## src/twiss_parameter_transport_macros.svh

```systemverilog
// Assertion macros used by the Twiss transport top level.
`ifndef TWISS_PARAMETER_TRANSPORT_MACROS_SVH
`define TWISS_PARAMETER_TRANSPORT_MACROS_SVH

`ifndef SYNTHESIS

// Check a property on every clock edge outside reset.
`define TWP_ASSERT(lbl, clk, rstn, prop, msg) \
  lbl: assert property (@(posedge clk) disable iff (!rstn) (prop)) else $error(msg);

// Check that a condition in one cycle implies another in the next.
`define TWP_ASSERT_NEXT(lbl, clk, rstn, ante, cons, msg) \
  lbl: assert property (@(posedge clk) disable iff (!rstn) (ante) |=> (cons)) else $error(msg);

`else

`define TWP_ASSERT(lbl, clk, rstn, prop, msg)
`define TWP_ASSERT_NEXT(lbl, clk, rstn, ante, cons, msg)

`endif

`endif

```

## src/twp_pkg.sv

```systemverilog
// Types, widths and helper functions for the Twiss transport pipeline.
`default_nettype none

package twp_pkg;

  // Number format
  localparam int WORD_BITS = 32;
  localparam int FRAC_BITS = 16;

  // Internal widths, derived from the word and fraction widths
  localparam int PROD_W    = 2 * WORD_BITS;
  localparam int PART_W    = 2 * WORD_BITS + 1;
  localparam int SUM_W     = 2 * WORD_BITS + 4;
  localparam int DSUM_W    = 2 * WORD_BITS + 3;
  localparam int ACC_W     = 3 * WORD_BITS + 5;
  localparam int RND_SHIFT = 2 * FRAC_BITS;
  localparam int RES_W     = ACC_W - RND_SHIFT;

  // Array shapes
  localparam int NUM_PLANES = 2;
  localparam int NUM_ELEMS  = 4;
  localparam int NUM_PAIRS  = 10;
  localparam int NUM_OUT    = 3;
  localparam int NUM_DISP   = 2;
  localparam int NUM_DPROD  = 4;
  localparam int PAIR_W     = 4;
  localparam int OUT_W      = 2;
  localparam int CFG_IDX_W  = 3;

  typedef logic signed [WORD_BITS-1:0] word_t;
  typedef logic signed [PROD_W-1:0]    prod_t;
  typedef logic signed [PART_W-1:0]    part_t;
  typedef logic signed [SUM_W-1:0]     sum_t;
  typedef logic signed [DSUM_W-1:0]    dsum_t;
  typedef logic signed [ACC_W-1:0]     acc_t;

  // Configuration register indexes
  typedef enum logic [CFG_IDX_W-1:0] {
    CFG_BETA_X_START     = 3'd0,
    CFG_BETA_Y_START     = 3'd1,
    CFG_ALPHA_X_START    = 3'd2,
    CFG_ALPHA_Y_START    = 3'd3,
    CFG_GAMMA_X_START    = 3'd4,
    CFG_GAMMA_Y_START    = 3'd5,
    CFG_DISP_X_START     = 3'd6,
    CFG_DISP_SLOPE_START = 3'd7
  } cfg_reg_e;

  // Transverse planes
  typedef enum logic {
    PL_X = 1'b0,
    PL_Y = 1'b1
  } plane_e;

  // Elements of one 2x2 block: row 0 (a, b), row 1 (c, d)
  typedef enum logic [1:0] {
    EL_A = 2'd0,
    EL_B = 2'd1,
    EL_C = 2'd2,
    EL_D = 2'd3
  } elem_e;

  // Products of two block elements
  typedef enum logic [PAIR_W-1:0] {
    PR_AA = 4'd0,
    PR_AB = 4'd1,
    PR_BB = 4'd2,
    PR_AC = 4'd3,
    PR_AD = 4'd4,
    PR_BC = 4'd5,
    PR_BD = 4'd6,
    PR_CC = 4'd7,
    PR_CD = 4'd8,
    PR_DD = 4'd9
  } pair_e;

  // Twiss functions of one plane
  typedef enum logic [OUT_W-1:0] {
    OUT_BETA  = 2'd0,
    OUT_ALPHA = 2'd1,
    OUT_GAMMA = 2'd2
  } out_e;

  // Dispersion products: row times start dispersion or start slope
  typedef enum logic [1:0] {
    DP_A_D0 = 2'd0,
    DP_B_DS = 2'd1,
    DP_C_D0 = 2'd2,
    DP_D_DS = 2'd3
  } dprod_e;

  // Dispersion rows
  typedef enum logic {
    DR_DISP  = 1'b0,
    DR_SLOPE = 1'b1
  } drow_e;

  typedef struct packed {
    word_t beta_x;
    word_t beta_y;
    word_t alpha_x;
    word_t alpha_y;
    word_t gamma_x;
    word_t gamma_y;
    word_t disp_x;
    word_t disp_slope;
  } cfg_t;

  // Load enables of the five pipeline stages
  typedef struct packed {
    logic s1;
    logic s2;
    logic s3;
    logic s4;
    logic s5;
  } pipe_en_t;

  localparam word_t WordOne = word_t'(1) <<< FRAC_BITS;
  localparam word_t WordMax = word_t'({1'b0, {(WORD_BITS-1){1'b1}}});
  localparam word_t WordMin = word_t'({1'b1, {(WORD_BITS-1){1'b0}}});
  localparam acc_t  AccHalf = acc_t'(1) <<< (RND_SHIFT - 1);

  // Start value that multiplies a given element product
  function automatic out_e pair_start(pair_e p);
    out_e o;
    case (p)
      PR_AA, PR_AC, PR_CC:        o = OUT_BETA;
      PR_AB, PR_AD, PR_BC, PR_CD: o = OUT_ALPHA;
      default:                    o = OUT_GAMMA;
    endcase
    return o;
  endfunction

  // Drop the extra fraction (the rounding offset is added earlier) and clamp to a word
  function automatic word_t round_sat(acc_t acc);
    logic [RES_W-1:0] r;
    logic             all0;
    logic             all1;
    word_t            res;
    r    = acc[ACC_W-1:RND_SHIFT];
    all0 = ~|r[RES_W-1:WORD_BITS-1];
    all1 = &r[RES_W-1:WORD_BITS-1];
    if (!acc[ACC_W-1]) begin
      res = all0 ? word_t'(r[WORD_BITS-1:0]) : WordMax;
    end else begin
      res = all1 ? word_t'(r[WORD_BITS-1:0]) : WordMin;
    end
    return res;
  endfunction

endpackage

`default_nettype wire

```

## src/twp_round.sv

```systemverilog
// Stage 5: round, saturate and hold the result word of every field.
`default_nettype none

module twp_round import twp_pkg::*; (
  input  logic     clk_i,
  input  pipe_en_t en_i,
  input  acc_t     acc_i  [NUM_PLANES][NUM_OUT],
  input  acc_t     accd_i [NUM_DISP],
  output word_t    res_o  [NUM_PLANES][NUM_OUT],
  output word_t    disp_o [NUM_DISP]
);

  word_t res_q  [NUM_PLANES][NUM_OUT];
  word_t disp_q [NUM_DISP];

  // Load the output register when the result slot is free or being taken
  always_ff @(posedge clk_i) begin
    if (en_i.s5) begin
      for (int pl = 0; pl < NUM_PLANES; pl++) begin
        for (int k = 0; k < NUM_OUT; k++) begin
          res_q[pl][k] <= round_sat(acc_i[pl][k]);
        end
      end
      for (int j = 0; j < NUM_DISP; j++) begin
        disp_q[j] <= round_sat(accd_i[j]);
      end
    end
  end

  assign res_o  = res_q;
  assign disp_o = disp_q;

endmodule

`default_nettype wire

```

## config.mk

```make
export PLATFORM = sky130hd
export DESIGN_NAME = twp_round
export DESIGN_NICKNAME = d
export VERILOG_FILES = /design/src/twiss_parameter_transport_macros.svh /design/src/twp_pkg.sv /design/src/twp_round.sv
export SDC_FILE = /design/constraint.sdc
export NUM_CORES = 1
export LEC_CHECK = 0
export BUFFER_PORTS_ARGS = -buffer_cell sky130_fd_sc_hd__clkbuf_2
export CAP_MARGIN = 20
export CORE_AREA = 10 10 403 405
export CTS_CLUSTER_DIAMETER = 200
export DETAILED_ROUTE_END_ITERATION = 10
export DIE_AREA = 0 0 413 415
export MAX_ROUTING_LAYER = met4
export PLACE_DENSITY = 0.3
export SLEW_MARGIN = 20
export SYNTH_ARGS = -nofsm -noshare
export SYNTH_HDL_FRONTEND = slang
export SYNTH_SLANG_ARGS = --single-unit
export TNS_END_PERCENT = 100
```

## constraint.sdc

```tcl
create_clock -name clk_i -period 2 [get_ports clk_i]
set_clock_uncertainty 0.05 [all_clocks]
set_input_delay 0.6 -clock clk_i [delete_from_list [all_inputs] [get_ports clk_i]]
set_output_delay 0.6 -clock clk_i [all_outputs]
set_load 0.1 [all_outputs]
```

* Yosys cells after proc, flatten, opt, wreduce, memory -nomap -nowiden *
Cells that the tools add are included.

storage, ports and cells
  output and inout bits = 256
  flip-flop bits (word level) = 256
  input bits = 814
  logic and storage cells = 48

cells by class
  muxes and demuxes = 24
  reduce and logical (&&, ||, !) cells = 16

operators by type and width
  cell               number
  $mux 32            24
  $reduce_and 38->1  8
  $reduce_or 38->1   8

* Logic depth before layout (Yosys ltp) *
Gate-level depths: netlist (run 1).

  depth after elaboration = 3
  depth in mapped cells = 6
  gate-level depth less buffers = 4

* Worst setup path after synthesis (run 1) *
OpenSTA, ideal clock, no wires.

  kind = input to register
  from = in accd_i[98] (netlist bit)
  to = reg disp_q (netlist bit disp_o[10]) (data pin)
  arrival = 1.701 ns
  buffers on the path = 2
  setup time = 0.271 ns
  path slack = -0.022 ns
  stages = 6
  cells stage by stage = nor4_1 -> nand4_1 -> or3_1 -> buf_6 -> buf_8 -> a2bb2oi_1

between the ends
  cells in the longest elaborated chain, start to end = 3
  elaborated cells on any way between the ends = 5
  those cells by class = 3 x mux; 2 x reduce/logical

RTL lines
  what                                                          RTL line                        RTL
  start, declared                                               twp_round.sv:8                  input acc_t accd_i [NUM_DISP],
  $reduce_or 38->1 / $reduce_and 38->1 (equally long branches)  twp_pkg.sv:141, twp_pkg.sv:142
  $mux 32 (on tied branches)                                    twp_pkg.sv:144, twp_pkg.sv:146
  $mux 32 (*)                                                   twp_pkg.sv:143                  if (!acc[ACC_W-1]) begin
  end signal, assigned by index                                 twp_round.sv:25                 disp_q[j] <= round_sat(accd_i[j]);
  end, declared                                                 twp_round.sv:14                 word_t disp_q [NUM_DISP];

Mark *: on every way between the ends. The rest lies on a longest branch, timed or not.
A chain may end at the register's enable or synchronous reset.

* Final worst setup path (run 1) *
  from = reg res_q (netlist bit res_o[32])
  to = out res_o[32] (netlist bit)

RTL lines
  what                             RTL line         RTL
  start, declared                  twp_round.sv:13  word_t res_q [NUM_PLANES][NUM_OUT];
  start signal, assigned by index  twp_round.sv:21  res_q[pl][k] <= round_sat(acc_i[pl][k]);
  end, declared                    twp_round.sv:9   output word_t res_o [NUM_PLANES][NUM_OUT],

No word-level cell between the ends.

==> metrics.txt, run 1 <==
slowest CP cell edfxtp_1; synthesis-stage register bit count 256; largest net degree at the start of global routing 44; Core Rows 144; wirelength, routed 90,700 um; failing checks negative setup slack; maximum VDD drop 0.503 mV; RSZ-0062 raised after global routing yes; grt total ovfl 0; Cell Area, Synth 13,700 um2; Sw Ratio 0.383; clock tree buffer depth 3; hpwl dp 72,500 um; max-slew violation count 0; TritonCTS Buffers 40; synth warn 0; switching power total 7280 uW; FMAX 0.494 GHz; peak per-stage delay on the critical path 0.55 ns; root buffer cell clkbuf_16; Layout Nets 2,777; Buf+Inv Stages, Crit Path 1; Die X 413 um; postcts setup bufs 0; combinational share of power 0.288; vias in the first global route 15,200; internal power 11,700 uW; syn nets 1,918; TritonCTS clock tree built; initial drt markers 796; count of final hold-check violations 0; PD cells 796 nW/um2; Mapped Avg Cell Area 12.4 um2; GRT Total Usage 0.102; Die Area 171,000 um2; Max-cap violations 0; Final min period 2.02 ns; CP Class reg -> out; drt first pass iters 5; Leakage 0.00905 uW; sequential cell area fraction in the yosys report 0.561; startpoint class of the critical path flip-flop; Pwr Total 19,000 uW; Synth Instances 1,104; final setup fails 8; Starting Density 0.0891; DR vias/cell 3.49; Synth area leaders edfxtp_1, a2bb2oi_1, nand4_1, buf_8, nor4_1; share of cells above drive strength 1 0.543; Worst-Margin Slew 0.578 ns; period utilisation layout 1.01; # fillers 17,400; placer's final routability congestion estimate 0.809; Setup TNS -0.0981 ns; IO Pins 1,070; Core Area 154,000 um2; Hold Crit Class in -> reg; via count 14,200; required time of the critical path 1.35 ns; crit end category output pin; Clock transition at path regs 0.06 ns; Die Y 415 um; DR WL/cell 22.3 um; worst-path maximum fanout 1; outcome complete, but fails checks; first-pass GRT wire length 123,000 um; post-synth top area share 0.561; Clk network pwr share 0.367; CP cell instances buf_12; detailed-route DRC error count 0; unique cell type count in the Yosys netlist 14; P&R area growth vs syn 74.3%; initial antenna violation count 27; part of the power in registers 0.345; Top Family by Delay on Critical Path flip-flops; Port-buffer cells 809; setup ws final -0.0247 ns; DRT antenna net count 0; clk sinks 256; relative slew slack 0.612; Worst EP arrival 1.37 ns; htree depth 2; Synth area leader edfxtp_1
-- final timing paths --
kind	slack, ns	endpoint	start	cells after the start
max	-0.02	res_o[32]	res_o[32]$_DFFE_PP_	1
min	0.30	res_o[109]$_DFFE_PP_	acc_i[348]	2
-- layout by cell type, fill, tap and decap left out --
| cell type | Yosys | routed |
|---|---|---|
| a2bb2oi_1 | 248 | 243 |
| a2bb2oi_2 | 0 | 5 |
| buf_12 | 0 | 50 |
| buf_4 | 0 | 119 |
| buf_6 | 8 | 22 |
| buf_8 | 24 | 9 |
| bufinv_16 | 0 | 2 |
| clkbuf_1 | 56 | 8 |
| clkbuf_16 | 0 | 42 |
| clkbuf_2 | 0 | 550 |
| clkbuf_4 | 0 | 165 |
| clkbuf_8 | 0 | 37 |
| clkinv_1 | 0 | 9 |
| clkinv_2 | 0 | 5 |
| clkinvlp_4 | 0 | 6 |
| diode_2 | 0 | 22 |
| edfxtp_1 | 256 | 256 |
| inv_6 | 0 | 3 |
| nand2_1 | 16 | 16 |
| nand3_1 | 8 | 8 |
| nand4_1 | 328 | 328 |
| nor2_1 | 16 | 8 |
| nor2_2 | 0 | 7 |
| nor2_4 | 0 | 1 |
| nor3_1 | 8 | 7 |
| nor3_4 | 0 | 1 |
| nor4_1 | 56 | 22 |
| nor4_2 | 24 | 42 |
| nor4_4 | 0 | 16 |
| or3_1 | 8 | 6 |
| or3_4 | 0 | 2 |
-- cell families after synthesis --
| group | after synthesis | synth area share |
|---|---|---|
| compound gates | 248 | 0.158 |
| buf+inv | 136 | 0.0657 |
| flops | 256 | 0.561 |
| simple gates | 464 | 0.215 |
-- synthesized netlist by cell type --
master / instances
nor3_1: 8
buf_2: 48
buf_6: 8
buf_8: 24
a2bb2oi_1: 248
nor4_1: 56
nor4_2: 24
or3_1: 8
nor2_1: 16
nand3_1: 8
edfxtp_1: 256
nand4_1: 328
nand2_1: 16
clkbuf_1: 56
-- registers in the layout (all words and copies together), names as in the netlist --
register / cells
res_o: 192
disp_o: 64
-- what timing repair did --
item | in CTS | in global routing
endpoints found under the hold margin | 0 | 0
endpoints found under the setup margin | 323 | 49
gates cloned | 0 | 2
hold buffers | 0 | 0
pin swaps | 2 | 3
gates resized for setup | 284 | 21
-- per-layer routing --
metal	global-route usage	wire length, um
met1	0.115	35900
met2	0.166	43400
met3	0.0438	9530
met4	0.0268	1920
met5	-	0
-- area by class of cell --
| class | instances | area [um2] | area share |
|---|---|---|---|
| timing repair buffer | 953 | 6800 | 0.285 |
| clock buffer | 49 | 1060 | 0.0442 |
| antenna | 22 | 55.1 | 0.00230 |
| sequential | 256 | 7690 | 0.322 |
| clock inverter | 25 | 190 | 0.00796 |
| tap | 2044 | 2560 | 0.107 |
| multi-input combinational | 712 | 5560 | 0.232 |
-- power groups by stage --
stage          Combinational (uW)  Clock [uW]  Sequential (uW)
4_1_cts                      5540        7400             6580
2_1_floorplan                 391           0             9640
3_5_place_dp                 5260           0             6660
5_1_grt                      5700        7590             6610
3_3_place_gp                 5270           0             6670
6_report                     5470        6990             6560
-- per-stage QoR --
stage	hold slack [ns]	std cells	util	instance area (um2)	setup WS (ns)
3_5_place_dp	0.904	3963	0.140	21600	-0.901
3_3_place_gp	0.898	3963	0.140	21600	-0.965
2_1_floorplan	0.662	1104	-	13900	0.000870
4_1_cts	0.215	4037	0.154	23800	-0.126
6_report	0.299	4061	0.155	23900	-0.0247
5_1_grt	0.248	4059	0.155	23900	-0.0773
No activity file was read; power rests on OpenSTA's default activity.
==> inputs of run 2 (changes only) <==
--- a/config.mk
+++ b/config.mk
@@ -5,7 +5,7 @@
 export SDC_FILE = /design/constraint.sdc
 export NUM_CORES = 1
 export LEC_CHECK = 0
-export BUFFER_PORTS_ARGS = -buffer_cell sky130_fd_sc_hd__clkbuf_2
+export BUFFER_PORTS_ARGS = -buffer_cell sky130_fd_sc_hd__buf_4
 export CAP_MARGIN = 20
 export CORE_AREA = 10 10 403 405
 export CTS_CLUSTER_DIAMETER = 200
@@ -13,6 +13,7 @@
 export DIE_AREA = 0 0 413 415
 export MAX_ROUTING_LAYER = met4
 export PLACE_DENSITY = 0.3
+export SETUP_SLACK_MARGIN = 0.02
 export SLEW_MARGIN = 20
 export SYNTH_ARGS = -nofsm -noshare
 export SYNTH_HDL_FRONTEND = slang
==> run 2 against run 1 <==
Effect of this change:
- sequential power about the same
- design area rose by 2.9%
- largest cell class unchanged
- cell count is 1.4% lower
- the run now ends clean
- sequential share of layout area fell by 0.90 points
- maximum frequency is 2.4% higher
- critical path depth stayed put
- die area is the same
- via count is 0.40% higher
- global-route usage is 0.082 points higher
- core utilization is 0.45 points higher
- critical endpoint is now res_o[130]
- hold slack better by 0.011 ns
==> metrics.txt, run 2 (same netlist as run 1, synthesis figures left out) <==
wirelength, routed 91,800 um (was 90,700 um); TritonCTS clock tree built (unchanged); worst slack after detailed placement -0.548 ns (was -0.901 ns); vias in the first global route 15,100 (was 15,200); max-slew violation count 0 (unchanged); drt first pass iters 6 (was 5); htree depth 2 (unchanged); startpoint class of the critical path flip-flop (unchanged); Final min period 1.98 ns (was 2.02 ns); Reg area 7690 um2 (unchanged); GRT Total Usage 0.103 (was 0.102); initial antenna violation count 19 (was 27); worst-path maximum fanout 1 (unchanged); Starting Density 0.0891 (unchanged); DR vias/cell 3.56 (was 3.49); clk sinks 256 (unchanged); final setup fails 0 (was 8); Core Area 154,000 um2 (unchanged); CP Class reg -> out (unchanged); Clock transition at path regs 0.06 ns (about the same); grt total ovfl 0 (unchanged); Port-buffer cells 809 (unchanged); Die Y 415 um (unchanged); DRT antenna net count 0 (unchanged); fin cells 4,003 (was 4,061); first-pass GRT wire length 124,000 um (was 123,000 um); Leakage 0.00905 uW (about the same); GR Util met1 0.112 (was 0.115); routing usage on met2 0.172 (was 0.166); Worst Hold Margin 0.310 ns (was 0.299 ns); Multi-input gate area 5660 um2 (was 5560 um2); root buffer cell clkbuf_16 (unchanged); peak per-stage delay on the critical path 0.51 ns (was 0.55 ns); period utilisation layout 0.989 (was 1.01); # fillers 17,200 (was 17,400); Worst-Margin Slew 0.458 ns (was 0.578 ns); maximum VDD drop 0.394 mV (was 0.503 mV); Max-cap violations 0 (unchanged); Buf+Inv Stages, Crit Path 1 (unchanged); RSZ-0062 raised after global routing yes (unchanged); commonest non-fill, non-tap cell in the layout buf_4 (was clkbuf_2); Hold Buf Count CTS 0 (unchanged); postcts setup bufs 0 (unchanged); relative slew slack 0.695 (was 0.612); GRT busiest layer met2 (unchanged); CP cell instances buf_8 (was buf_12); crit end category output pin (unchanged); clock tree buffer depth 3 (unchanged); setup ws final 0.0219 ns (was -0.0247 ns); Hold Crit Class in -> reg (unchanged); GRT met3 Usage 0.0482 (was 0.0438); FMAX 0.506 GHz (was 0.494 GHz); Worst EP arrival 1.33 ns (was 1.37 ns); Die Area 171,000 um2 (unchanged); Die X 413 um (unchanged); hpwl dp 75,000 um (was 72,500 um); PD cells 777 nW/um2 (was 796 nW/um2); count of final hold-check violations 0 (unchanged); IO Pins 1,070 (unchanged); largest net degree at the start of global routing 44 (unchanged); required time of the critical path 1.35 ns (about the same); most frequent cells in the layout buf_4, nand4_1, edfxtp_1 (was clkbuf_2, nand4_1, edfxtp_1); placer's final routability congestion estimate 0.913 (was 0.809); detailed-route DRC error count 0 (unchanged); Top Family by Delay on Critical Path flip-flops (unchanged); max reg flops 192 (unchanged); share of cells above drive strength 1 0.536 (was 0.543); TritonCTS Buffers 39 (was 40); Layout Nets 2,721 (was 2,777); Cells after DPL 3,910 (was 3,963); Core Rows 144 (unchanged); via count 14,200 (about the same); P&R area growth vs syn 79.3% (was 74.3%); slowest CP cell edfxtp_1 (unchanged); outcome finished, final reports clean (was complete, but fails checks); initial drt markers 946 (was 796); DR WL/cell 22.9 um (was 22.3 um)
==> run 2: cell count changes in the layout (fill, tap and decap cells not counted), moves of 5 or more <==
cell | previous run | this run
nor4_4 | 16 | 24
nor4_2 | 42 | 48
clkbuf_4 | 165 | 0
buf_4 | 119 | 824
a2bb2oi_2 | 5 | 0
buf_12 | 50 | 43
clkinv_1 | 9 | 4
clkinv_2 | 5 | 10
nor4_1 | 22 | 8
clkbuf_8 | 37 | 0
a2bb2oi_1 | 243 | 248
clkbuf_2 | 550 | 0
==> run 2: final timing paths <==
path            startpoint                  end  slack, ns  depth (start not counted)
max   res_o[130]$_DFFE_PP_           res_o[130]       0.02                          1
min              acc_i[61]  res_o[29]$_DFFE_PP_       0.31                          2
==> run 2: through the flow <==
stage / util / cell area, um2 / power, uW / TNS (ns)
after floorplan: - / 14100 / 10000 / 0
after global placement: 0.150 / 23100 / 12500 / -77.68
after detailed placement: 0.150 / 23100 / 12500 / -77.02
after CTS: 0.159 / 24500 / 19500 / -0.552
after global routing: 0.160 / 24600 / 19900 / -0.281
final: 0.160 / 24600 / 19100 / 0
==> run 2: routing by layer <==
layer	vias up	share of wire
li1	6481	-
met1	6967	0.39
met2	712	0.49
met3	73	0.11
met4	0	0.017
met5	-	0
==> run 2: repair_timing <==
item | in CTS | in global routing
endpoints found under the setup margin | 34 | 10
gates resized for setup | 43 | 3
pin swaps | 0 | 0
==> run 2: power breakdown <==
group / internal [uW] / switching [uW] / total, uW
logic: 1570 / 4190 / 5760
clock network: 3970 / 2790 / 6760
registers: 6390 / 188 / 6580
total: 11900 / 7170 / 19100
==> run 2: layout make-up <==
class | instances | area share
tap | 2044 | 0.104
antenna | 24 | 0.00244
sequential | 256 | 0.313
clock buffer | 45 | 0.0406
multi-input combinational | 712 | 0.230
timing repair buffer | 898 | 0.301
clock inverter | 24 | 0.00870
